$ cat config.mk
export PLATFORM = sky130hd
export DESIGN_NAME = grouped_three_sample_averager_core
export DESIGN_NICKNAME = d
export VERILOG_FILES = /design/src/sv/gtsa_pkg.sv /design/src/sv/grouped_three_sample_averager_core.sv /design/src/sv/gtsa_ram.sv /design/src/sv/gtsa_ctrl.sv /design/src/sv/gtsa_datapath.sv
export SDC_FILE = /design/constraint.sdc
export NUM_CORES = 2
export LEC_CHECK = 0
export BUFFER_PORTS_ARGS = -buffer_cell sky130_fd_sc_hd__buf_2
export CAP_MARGIN = 20
export CORE_MARGIN = 2
export CORE_UTILIZATION = 60
export DETAILED_ROUTE_END_ITERATION = 16
export HOLD_SLACK_MARGIN = 0.15
export PLACE_DENSITY = 0.82
export RECOVER_POWER = 25
export SLEW_MARGIN = 20
export SYNTH_ARGS = -nofsm -noshare
export SYNTH_HDL_FRONTEND = slang
export SYNTH_SLANG_ARGS = --single-unit
$ cat constraint.sdc
create_clock -name aclk -period 17.9 [get_ports aclk]
set_input_delay 0.895 -clock aclk [delete_from_list [all_inputs] [get_ports aclk]]
set_output_delay 0.895 -clock aclk [all_outputs]
set_load 0.005 [all_outputs]
$ cat src/sv/gtsa_pkg.sv
// shared types and constants for the grouped three-sample averager
// no dependencies
package gtsa_pkg;

    localparam int GROUPS        = 5;
    localparam int CHANNELS      = 4;
    localparam int KIND_W        = 3;
    localparam int FILL_W        = 2;
    // quotient bits resolved per divider cycle
    localparam int DIV_STEP_BITS = 4;

    // group codes carried in tuser
    localparam logic [KIND_W-1:0] KIND_ACCEL = 3'd0;
    localparam logic [KIND_W-1:0] KIND_GYRO  = 3'd1;
    localparam logic [KIND_W-1:0] KIND_MAG   = 3'd2;
    localparam logic [KIND_W-1:0] KIND_QUAT  = 3'd3;
    localparam logic [KIND_W-1:0] KIND_BARO  = 3'd4;

    // controller to datapath
    typedef struct packed {
        logic capture;   // latch item, start ring read
        logic update;    // write ring, update sums, load divider
        logic div_step;  // one divider iteration
        logic present;   // load output register
    } cmd_t;

    // datapath to controller
    typedef struct packed {
        logic kind_ok;   // incoming kind is a known group
        logic div_done;  // current divider step is the last
        logic out_free;  // output register can take a new item
    } status_t;

    // channels carried by each group
    function automatic logic [CHANNELS-1:0] used_mask(input logic [KIND_W-1:0] kind);
        logic [CHANNELS-1:0] mask;
        case (kind)
            KIND_QUAT: mask = 4'b1111;
            KIND_BARO: mask = 4'b0011;
            default:   mask = 4'b0111;
        endcase
        return mask;
    endfunction

endpackage

$ cat src/sv/grouped_three_sample_averager_core.sv
// top level of the grouped three-sample averager
// depends on gtsa_pkg, gtsa_ctrl, gtsa_datapath (and gtsa_ram below it)
//
//  channel | direction | handshake          | tuser      | tdata (lowest bits first)
//  s_      | in        | s_tvalid/s_tready  | kind       | value_a, value_b, value_c, value_d
//  m_      | out       | m_tvalid/m_tready  | group      | avg_a, avg_b, avg_c, avg_d, fill_count
//
// an item with a known group is captured while its ring row is read, then the ring is
// written and the sums updated, then the iterative divider (four quotient bits a cycle)
// runs, and the result goes to the output register once it is free; only then is the next
// item accepted; an item with an unknown group (5 to 7) is accepted but gives no result
// reset clears the ring row valid bits at once, no clearing pass is needed
// a stalled result holds in the output register; the next item is taken meanwhile
// and only its final output load waits for m_tready
module grouped_three_sample_averager_core #(
    parameter int SAMPLE_BITS = 16,
    parameter int WINDOW      = 3,
    localparam int LANE_W     = gtsa_pkg::CHANNELS * SAMPLE_BITS,
    localparam int S_DATA_W   = ((LANE_W + 7) / 8) * 8,
    localparam int M_DATA_W   = ((LANE_W + gtsa_pkg::FILL_W + 7) / 8) * 8
) (
    input  logic                        aclk,
    input  logic                        aresetn,
    input  logic                        s_tvalid,
    output logic                        s_tready,
    input  logic [S_DATA_W-1:0]         s_tdata,   // value_a, value_b, value_c, value_d
    input  logic [gtsa_pkg::KIND_W-1:0] s_tuser,   // kind
    output logic                        m_tvalid,
    input  logic                        m_tready,
    output logic [M_DATA_W-1:0]         m_tdata,   // avg_a, avg_b, avg_c, avg_d, fill_count
    output logic [gtsa_pkg::KIND_W-1:0] m_tuser    // group
);

    gtsa_pkg::cmd_t    cmd;
    gtsa_pkg::status_t status;

    // sequencing
    gtsa_ctrl u_ctrl (
        .aclk     (aclk),
        .aresetn  (aresetn),
        .s_tvalid (s_tvalid),
        .s_tready (s_tready),
        .status   (status),
        .cmd      (cmd)
    );

    // storage and arithmetic
    gtsa_datapath #(
        .SAMPLE_BITS (SAMPLE_BITS),
        .WINDOW      (WINDOW)
    ) u_datapath (
        .aclk     (aclk),
        .aresetn  (aresetn),
        .cmd      (cmd),
        .status   (status),
        .s_tuser  (s_tuser),
        .s_tdata  (s_tdata),
        .m_tready (m_tready),
        .m_tvalid (m_tvalid),
        .m_tuser  (m_tuser),
        .m_tdata  (m_tdata)
    );

endmodule

$ cat src/sv/gtsa_ram.sv
// generic simple dual-port ram with registered read
// no dependencies
module gtsa_ram #(
    parameter int WIDTH = 64,
    parameter int DEPTH = 15,
    localparam int AW   = (DEPTH > 1) ? $clog2(DEPTH) : 1
) (
    input  logic             aclk,
    input  logic             wr_en,
    input  logic [AW-1:0]    wr_addr,
    input  logic [WIDTH-1:0] wr_data,
    input  logic             rd_en,
    input  logic [AW-1:0]    rd_addr,
    output logic [WIDTH-1:0] rd_data
);

    logic [WIDTH-1:0] mem [DEPTH];

    // write port
    always_ff @(posedge aclk) begin
        if (wr_en) begin
            mem[wr_addr] <= wr_data;
        end
    end

    // registered read port
    always_ff @(posedge aclk) begin
        if (rd_en) begin
            rd_data <= mem[rd_addr];
        end
    end

endmodule

$ cat src/sv/gtsa_ctrl.sv
// sequencing state machine for the grouped three-sample averager
// depends on gtsa_pkg for the command and status structs
module gtsa_ctrl (
    input  logic              aclk,
    input  logic              aresetn,
    input  logic              s_tvalid,
    output logic              s_tready,
    input  gtsa_pkg::status_t status,
    output gtsa_pkg::cmd_t    cmd
);

    localparam logic [1:0] ST_IDLE   = 2'd0;
    localparam logic [1:0] ST_UPDATE = 2'd1;
    localparam logic [1:0] ST_DIV    = 2'd2;
    localparam logic [1:0] ST_OUT    = 2'd3;

    logic [1:0] state_reg;
    logic [1:0] state_next;

    // next state and commands
    always_comb begin
        state_next = state_reg;
        cmd        = '0;
        s_tready   = 1'b0;
        case (state_reg)
            ST_IDLE: begin
                s_tready = 1'b1;
                if (s_tvalid) begin
                    cmd.capture = 1'b1;
                    // unknown groups are dropped here
                    if (status.kind_ok) begin
                        state_next = ST_UPDATE;
                    end
                end
            end
            ST_UPDATE: begin
                cmd.update = 1'b1;
                state_next = ST_DIV;
            end
            ST_DIV: begin
                cmd.div_step = 1'b1;
                if (status.div_done) begin
                    state_next = ST_OUT;
                end
            end
            ST_OUT: begin
                if (status.out_free) begin
                    cmd.present = 1'b1;
                    state_next  = ST_IDLE;
                end
            end
            default: begin
                state_next = ST_IDLE;
            end
        endcase
    end

    // state register
    always_ff @(posedge aclk) begin
        if (!aresetn) begin
            state_reg <= ST_IDLE;
        end else begin
            state_reg <= state_next;
        end
    end

endmodule

$ cat src/sv/gtsa_datapath.sv
// ring store, running sums, divider lanes and output register
// depends on gtsa_pkg and gtsa_ram
module gtsa_datapath #(
    parameter int SAMPLE_BITS = 16,
    parameter int WINDOW      = 3,
    localparam int LANE_W     = gtsa_pkg::CHANNELS * SAMPLE_BITS,
    localparam int S_DATA_W   = ((LANE_W + 7) / 8) * 8,
    localparam int M_DATA_W   = ((LANE_W + gtsa_pkg::FILL_W + 7) / 8) * 8
) (
    input  logic                        aclk,
    input  logic                        aresetn,
    input  gtsa_pkg::cmd_t              cmd,
    output gtsa_pkg::status_t           status,
    input  logic [gtsa_pkg::KIND_W-1:0] s_tuser,
    input  logic [S_DATA_W-1:0]         s_tdata,
    input  logic                        m_tready,
    output logic                        m_tvalid,
    output logic [gtsa_pkg::KIND_W-1:0] m_tuser,
    output logic [M_DATA_W-1:0]         m_tdata
);

    localparam int CH      = gtsa_pkg::CHANNELS;
    localparam int NG      = gtsa_pkg::GROUPS;
    localparam int KW      = gtsa_pkg::KIND_W;
    localparam int FW      = gtsa_pkg::FILL_W;
    localparam int STEP    = gtsa_pkg::DIV_STEP_BITS;
    localparam int ROWS    = NG * WINDOW;
    localparam int ROW_W   = $clog2(ROWS);
    localparam int POS_W   = $clog2(WINDOW);
    localparam int CNT_W   = $clog2(WINDOW + 1);
    localparam int SUM_W   = SAMPLE_BITS + $clog2(WINDOW);
    localparam int DIV_CYC = (SUM_W + STEP - 1) / STEP;
    localparam int MAG_W   = DIV_CYC * STEP;
    localparam int DCNT_W  = $clog2(DIV_CYC + 1);

    // item capture
    logic [KW-1:0]                 kind_in;
    logic [KW-1:0]                 kind_idx;
    logic [CH-1:0]                 mask_in;
    logic [ROW_W-1:0]              row_in;
    logic [KW-1:0]                 kind_reg;
    logic signed [SAMPLE_BITS-1:0] in_reg [CH];
    logic [ROW_W-1:0]              row_reg;
    logic                          old_valid_reg;

    // per-group state
    logic [ROWS-1:0]               valid_reg;
    logic [POS_W-1:0]              pos_reg  [NG];
    logic [CNT_W-1:0]              seen_reg [NG];
    logic signed [SUM_W-1:0]       sum_reg  [NG][CH];

    // ring store
    logic [LANE_W-1:0]             ram_wd;
    logic [LANE_W-1:0]             ram_q;

    // update arithmetic
    logic signed [SAMPLE_BITS-1:0] old_val [CH];
    logic signed [SUM_W-1:0]       new_sum [CH];
    logic [SUM_W-1:0]              abs_sum [CH];
    logic [CNT_W-1:0]              seen_next;

    // divider lanes
    logic [MAG_W-1:0]              mag_reg  [CH];
    logic [CNT_W-1:0]              rem_reg  [CH];
    logic [CH-1:0]                 neg_reg;
    logic [CNT_W-1:0]              divisor_reg;
    logic [DCNT_W-1:0]             dcnt_reg;
    logic [MAG_W-1:0]              mag_step [CH];
    logic [CNT_W-1:0]              rem_step [CH];

    // output register
    logic                          m_valid_reg;
    logic [KW-1:0]                 m_group_reg;
    logic [SAMPLE_BITS-1:0]        m_avg_reg [CH];
    logic [FW-1:0]                 m_fill_reg;
    logic [SAMPLE_BITS-1:0]        avg_val [CH];

    // incoming group and ring row
    assign kind_in  = s_tuser;
    assign kind_idx = status.kind_ok ? kind_in : '0;
    assign mask_in  = gtsa_pkg::used_mask(kind_in);
    assign row_in   = ROW_W'(kind_idx * WINDOW) + ROW_W'(pos_reg[kind_idx]);

    // status back to the controller
    assign status.kind_ok  = (kind_in < KW'(NG));
    assign status.div_done = (dcnt_reg == DCNT_W'(DIV_CYC - 1));
    assign status.out_free = !m_valid_reg || m_tready;

    // capture item, unused channels stored as zero
    always_ff @(posedge aclk) begin
        if (cmd.capture) begin
            kind_reg      <= kind_in;
            row_reg       <= row_in;
            old_valid_reg <= valid_reg[row_in];
            for (int c = 0; c < CH; c++) begin
                in_reg[c] <= mask_in[c] ? s_tdata[c*SAMPLE_BITS +: SAMPLE_BITS] : '0;
            end
        end
    end

    gtsa_ram #(
        .WIDTH (LANE_W),
        .DEPTH (ROWS)
    ) u_ring (
        .aclk    (aclk),
        .wr_en   (cmd.update),
        .wr_addr (row_reg),
        .wr_data (ram_wd),
        .rd_en   (cmd.capture),
        .rd_addr (row_in),
        .rd_data (ram_q)
    );

    // new sums: add the new sample, drop the one it overwrites
    always_comb begin
        for (int c = 0; c < CH; c++) begin
            ram_wd[c*SAMPLE_BITS +: SAMPLE_BITS] = in_reg[c];
            old_val[c] = old_valid_reg ? $signed(ram_q[c*SAMPLE_BITS +: SAMPLE_BITS]) : '0;
            new_sum[c] = sum_reg[kind_reg][c] - SUM_W'(old_val[c]) + SUM_W'(in_reg[c]);
            abs_sum[c] = new_sum[c][SUM_W-1] ? SUM_W'(-new_sum[c]) : SUM_W'(new_sum[c]);
        end
        seen_next = (seen_reg[kind_reg] == CNT_W'(WINDOW)) ? seen_reg[kind_reg]
                                                           : seen_reg[kind_reg] + 1'b1;
    end

    // per-group state update
    always_ff @(posedge aclk) begin
        if (!aresetn) begin
            valid_reg <= '0;
            for (int g = 0; g < NG; g++) begin
                pos_reg[g]  <= '0;
                seen_reg[g] <= '0;
                for (int c = 0; c < CH; c++) begin
                    sum_reg[g][c] <= '0;
                end
            end
        end else if (cmd.update) begin
            valid_reg[row_reg] <= 1'b1;
            seen_reg[kind_reg] <= seen_next;
            pos_reg[kind_reg]  <= (pos_reg[kind_reg] == POS_W'(WINDOW - 1)) ? '0
                                  : pos_reg[kind_reg] + 1'b1;
            for (int c = 0; c < CH; c++) begin
                sum_reg[kind_reg][c] <= new_sum[c];
            end
        end
    end

    // restoring division of the magnitudes, STEP quotient bits per cycle
    always_comb begin
        logic [MAG_W-1:0] m;
        logic [CNT_W-1:0] r;
        logic [CNT_W:0]   t;
        for (int c = 0; c < CH; c++) begin
            m = mag_reg[c];
            r = rem_reg[c];
            for (int i = 0; i < STEP; i++) begin
                t = {r, m[MAG_W-1]};
                m = {m[MAG_W-2:0], 1'b0};
                if (t >= {1'b0, divisor_reg}) begin
                    t    = t - {1'b0, divisor_reg};
                    m[0] = 1'b1;
                end
                r = t[CNT_W-1:0];
            end
            mag_step[c] = m;
            rem_step[c] = r;
        end
    end

    // divider registers
    always_ff @(posedge aclk) begin
        if (cmd.update) begin
            divisor_reg <= seen_next;
            dcnt_reg    <= '0;
            for (int c = 0; c < CH; c++) begin
                neg_reg[c] <= new_sum[c][SUM_W-1];
                mag_reg[c] <= MAG_W'(abs_sum[c]);
                rem_reg[c] <= '0;
            end
        end else if (cmd.div_step) begin
            dcnt_reg <= dcnt_reg + 1'b1;
            for (int c = 0; c < CH; c++) begin
                mag_reg[c] <= mag_step[c];
                rem_reg[c] <= rem_step[c];
            end
        end
    end

    // sign restore, truncation toward zero
    always_comb begin
        for (int c = 0; c < CH; c++) begin
            avg_val[c] = neg_reg[c] ? -mag_reg[c][SAMPLE_BITS-1:0] : mag_reg[c][SAMPLE_BITS-1:0];
        end
    end

    // output register
    always_ff @(posedge aclk) begin
        if (!aresetn) begin
            m_valid_reg <= 1'b0;
        end else if (cmd.present) begin
            m_valid_reg <= 1'b1;
        end else if (m_tready) begin
            m_valid_reg <= 1'b0;
        end
    end

    always_ff @(posedge aclk) begin
        if (cmd.present) begin
            m_group_reg <= kind_reg;
            m_fill_reg  <= FW'(divisor_reg);
            for (int c = 0; c < CH; c++) begin
                m_avg_reg[c] <= avg_val[c];
            end
        end
    end

    // result packing
    always_comb begin
        m_tdata = '0;
        for (int c = 0; c < CH; c++) begin
            m_tdata[c*SAMPLE_BITS +: SAMPLE_BITS] = m_avg_reg[c];
        end
        m_tdata[LANE_W +: FW] = m_fill_reg;
    end

    assign m_tvalid = m_valid_reg;
    assign m_tuser  = m_group_reg;

endmodule

# Word-level counts from Yosys, hierarchy flattened

Memories as Yosys holds them, arrays and structs flattened. A register that Yosys moved wholly into a read port is not among the register bits.
Index checks and enable logic that the tools add are counted.

Register bits: 40
Bits in writable memories: 1556
Logic and storage cells: 208
Memories kept: 8

Memories:

| memory                | depth | width | read ports | clocked after Yosys merged registers in | write ports | RTL line            | source |
|---|---|---|---|---|---|---|---|
| u_datapath.u_ring.mem | 15    | 64    | 1          | 1                                       | 1           | gtsa_ram.sv:17      | `logic [WIDTH-1:0] mem [DEPTH];` |
| u_datapath.sum_reg    | 5     | 72    | 1          | 1                                       | 5           | gtsa_datapath.sv:50 | `logic signed [SUM_W-1:0] sum_reg [NG][CH];` |
| u_datapath.mag_reg    | 4     | 20    | 4          | 0                                       | 4           | gtsa_datapath.sv:63 | `logic [MAG_W-1:0] mag_reg [CH];` |
| u_datapath.in_reg     | 4     | 16    | 4          | 0                                       | 4           | gtsa_datapath.sv:42 | `logic signed [SAMPLE_BITS-1:0] in_reg [CH];` |
| u_datapath.m_avg_reg  | 4     | 16    | 4          | 0                                       | 4           | gtsa_datapath.sv:74 | `logic [SAMPLE_BITS-1:0] m_avg_reg [CH];` |
| u_datapath.pos_reg    | 5     | 2     | 2          | 1                                       | 5           | gtsa_datapath.sv:48 | `logic [POS_W-1:0] pos_reg [NG];` |
| +2 memories           | n/a   | n/a   | n/a        | n/a                                     | n/a         | n/a                 |  |

Add/sub/neg operators: 36
Multiply operators: 1
$lt $le $gt $ge: 20
Equality and inequality tests: 12
Multiplexer cells: 102
Bitwise operators: 9
Reduce and logical (&&, ||, !) cells: 9

Operator list:

| cell                  | count |
|---|---|
| $mux W16              | 12 |
| $mux W20              | 4 |
| $add A18 B16 Y18      | 4 |
| $mux W18              | 4 |
| $mux W72              | 1 |
| $neg A18 Y18          | 4 |
| $reduce_or A72 Y1     | 1 |
| $sub A18 B16 Y18      | 4 |
| $neg A16 Y16          | 4 |
| $mux W2               | 28 |
| $ge A3 B2 Y1          | 16 |
| $mux W1               | 42 |
| $sub A2 B2 Y2         | 16 |
| $mux W3               | 7 |
| $or A15 B15 Y15       | 1 |
| $lt A4 B5 Y1 const B  | 2 |
| $eq A2 B2 Y1 const B  | 4 |
| $or A1 B1 Y1          | 8 |
| $pmux W2 S4           | 1 |
| $pmux W4 S2           | 1 |
| $eq A3 B3 Y1 const B  | 2 |
| $ne A2 B2 Y1 const B  | 3 |
| $add A2 B1 Y2 const B | 2 |
| $add A4 B2 Y4         | 1 |
| 16 further kinds      | 17 |

# Depth between registers and ports, before layout

An unclocked memory read counts as a cell.

Word-level depth: 10
Mapped depth: 20
Gate-level depth less buffers: 20

# Modules after synthesis

A second synthesis with hierarchy kept.

Cell total of the unflattened synthesis: 5027
Area, all modules: 82009.9 µm²

Modules (own cells, without submodules):

| module        | instances | cells an instance | area each (µm²) | seq. area each (µm²) |
|---|---|---|---|---|
| gtsa_datapath | 1         | 3249              | 43514.2         | 25754.7 |
| gtsa_ram      | 1         | 1756              | 38280.5         | 30749.5 |
| gtsa_ctrl     | 1         | 22                | 215.2           | 40.0 |

# Worst setup path after synthesis

OpenSTA, ideal clock, no wires.

Kind: register to register
Start: register u_ctrl.state_reg[1]
End: memory u_datapath.u_ring.mem[0][0] (enable)
Data arrival time: 5.630 ns
Required time: 17.333 ns
Setup slack: 11.703 ns
Stages on the path, launching flop included: 5
Path buffers: 0
Period minus slack after synthesis: 6.197 ns
Cell sequence: dfxtp_1 inv_1 ha_1 or3b_2 nor3_1

Longest elaborated chain between the ends: 4

Ends and longest elaborated chain:

| element                       | RTL line        | source |
|---|---|---|
| start: declaration            | gtsa_ctrl.sv:17 | `logic [1:0] state_reg;` |
| start signal: assignment      | gtsa_ctrl.sv:63 | `state_reg <= state_next;` |
| $eq A2 B1 Y1                  | gtsa_ctrl.sv:25 | `case (state_reg)` |
| $mux W1                       | gtsa_ctrl.sv:25 |  |
| $mux W1                       | gtsa_ram.sv:21  | `if (wr_en) begin` |
| $mux W1 (not written as such) | gtsa_ram.sv:22  | `mem[wr_addr] <= wr_data;` |
| end: declaration              | gtsa_ram.sv:17  |  |

Every way passes these cells.

==> run_results.csv <==
group,metric,value,unit
floorplan,dieArea,0.140,mm²
clocking,numCtsBuffers,180,
yosys,ys_seq_area_frac,0.688,
yosys,yosysMostFrequentCell,"edfxtp_1",
timing,finalSetupTns,0,ps
clocking,clk_latency,830,ps
yosys,syn_inst,4912,
routing,dr_total_vias,46187,
setup_path,critPathCaptureType,"flip-flop",
floorplan,initial_core_util,0.606,
run,drv_cap,0,
global_routing,grt_max_degree,88,
floorplan,ioPinCount,148,
layout,drive_gt1_frac,0.188,
routing,wl_met2,96000,µm
hold_path,worstHoldPathType,"primary input to flip-flop",
layout,final_util,0.669,
timing,fmax,140,MHz
global_routing,grt_pass1_vias,46381,
global_routing,antenna_found_initial,6,
timing,fin_crit_sh,0.400,
clocking,cts.reportedPaths.clkPinSlew,70,ps
yosys,async_flop_share,0,
floorplan,core-area,0.136,mm²
layout,area_delta_synth_final,10.5,%
clocking,htree_levels,4,
setup_path,crit_arrival,7740,ps
routing,drcViolationCount,0,
timing,finalSetupViolations,0,
routing,drt_first_pass_iters,6,
yosys,yosysWarnings,0,
floorplan,die_w,374,µm
timing,post-route-min-period,7160,ps
layout,largest_register_ffs,960,
timing,slew_headroom,0.180,
routing,wirelength,201000,µm
routing,met3_length,24200,µm
global_routing,grt_pass1_wl,299000,µm
routing,dr.max_layer_used,"met5",
routing,drtAntennaViolNets,0,
yosys,ys_types,97,
timing,max_slew.worst_pin.slew,1230,ps
clocking,root_buffer,"clkbuf_16",
timing,rsz0062_at_grt,"no",
setup_path,startpoint_type,"flip-flop",
layout,final_nets,5346,
yosys,avgSynthCellArea,16.7,µm²
yosys,yosys-top-cells-count,"edfxtp_1 (1867), nor2_1 (484), mux4_2 (412)",
yosys,synth.area.top_cells,"edfxtp_1 (68%), mux4_2 (11%), nor2_1 (2.2%)",
placement,gp_congestion,0.884,
yosys,synth-seq-cells,1891,
setup_path,critical_path_required,18470,ps
clocking,post_cts_resized,0,
timing,finalHoldViolations,0,
yosys,synth.largest_area_cell,"edfxtp_1",
setup_path,critical_path_class,"flip-flop to flip-flop",
timing,drv_slew,0,
placement,dp_hpwl,112000,µm
clocking,clock-sinks,1891,
yosys,synth_edf_count,1867,
timing,fin_skew,24.8,ps
yosys,synth_area,0.0822,mm²
routing,drtIter0Drc,6929,
floorplan,rows,135,
global_routing,grt_usage,0.290,
clocking,cts_hold_buffers,0,
yosys,synthDominantCellAreaShare,0.682,
setup_path,crit_fanout,43,
clocking,postCtsSetupBuffers,0,
clocking,clk_path_buf_depth,3,
placement,port_buffers,141,
yosys,ys_dominant_reg_cell,"edfxtp_1",
clocking,tritoncts,"built",
routing,wl_per_cell,28.6,µm
run_status,status,"complete, no violations",
routing,wl_met1,74900,µm
routing,via_per_inst,6.59,
global_routing,gr-total-overflow,0,
floorplan,fp.dieH,374,µm
[placed cells by master (no fill, tap or decap), drive strengths merged, types with 12 or more instances in the layout]
cell	Yosys	routed
o31ai	28	28
xor2	56	56
nand4	15	15
a211oi	27	27
ha	121	121
o21ai	184	184
dfxtp	24	24
clkbuf	174	242
clkinv	2	69
edfxtp	1867	1867
nand2	226	226
a31oi	17	17
nor3	47	47
a21oi	83	83
fa	70	70
inv	278	287
buf	64	208
and3	23	23
o21bai	12	12
mux4	412	412
bufinv	0	17
nand2b	35	35
mux2i	160	160
o21a	28	28
mux2	12	12
a21o	21	21
nor2	487	487
xnor2	123	123
and2	94	94
nor2b	30	30
nand3	39	39
[worst max-delay path, cell delays in order, from the launching register on]
cell and delay (ps):
dfxtp_4 820, buf_4 830, buf_4 800, mux4_2 610, mux2i_1 240, fa_1 460
inv_1 80, ha_1 330, and4_1 240, and2_1 180, a221oi_1 450, o21ai_0 180
xnor2_1 690, and3_1 300, a41oi_1 170, xnor2_1 180, mux2_2 290
[final timing paths]
check,start,endpoint,slack (ps),cells after the start
max,flip-flop,u_datapath.mag_reg[3][16]$_DFFE_PP_,10740,16
min,s_tdata[29],u_datapath.in_reg[1][13]$_DFFE_PP_,240,1
max reg2reg,flip-flop,u_datapath.mag_reg[3][16]$_DFFE_PP_,10740,16
min reg2reg,u_datapath.divisor_reg[1]$_DFFE_PP_,u_datapath.m_fill_reg[1]$_DFFE_PP_,470,0
[per-stage QoR]
step / cells / worst slack [ps] / instance area, µm² / hold WS [ps]
floorplan: 4917 / 11700 / 82200 / 424
global placement: 6683 / 10880 / 85000 / 442
detailed placement: 6683 / 10790 / 85000 / 450
CTS: 7007 / 10730 / 90800 / 194
global route: 7008 / 10250 / 90800 / 220
finish: 7009 / 10740 / 90800 / 244
[layer usage]
metal / track usage / vias up
li1: - / 19156
met2: 0.457 / 3323
met5: 0 / -
met3: 0.0642 / 424
met1: 0.408 / 23282
met4: 0.0923 / 2
[logic make-up after synthesis]
logic type,count (synthesis),share of synthesized area
and+or+nand+nor,1065,0.0595
adders and majority gates,191,0.0355
AOI/OAI and AO/OA,481,0.0380
DFF,1891,0.688
other,1,0.0000456
xor gates and xnor gates,179,0.0194
buffers and inverters,520,0.0254
muxes,584,0.134
[layout make-up]
cell class / count / area, µm²
inverter: 280 / 1060
clock inverter: 99 / 1070
clock buffer: 225 / 4730
fill: 8375 / 44800
multi-input combinational: 2506 / 23800
sequential: 1891 / 56600
timing repair buffer: 225 / 1310
tap: 1781 / 2230
antenna: 2 / 5.00
Power is not shown: default switching activity piles up to over one toggle a cycle in this logic, so the estimate is an artifact.
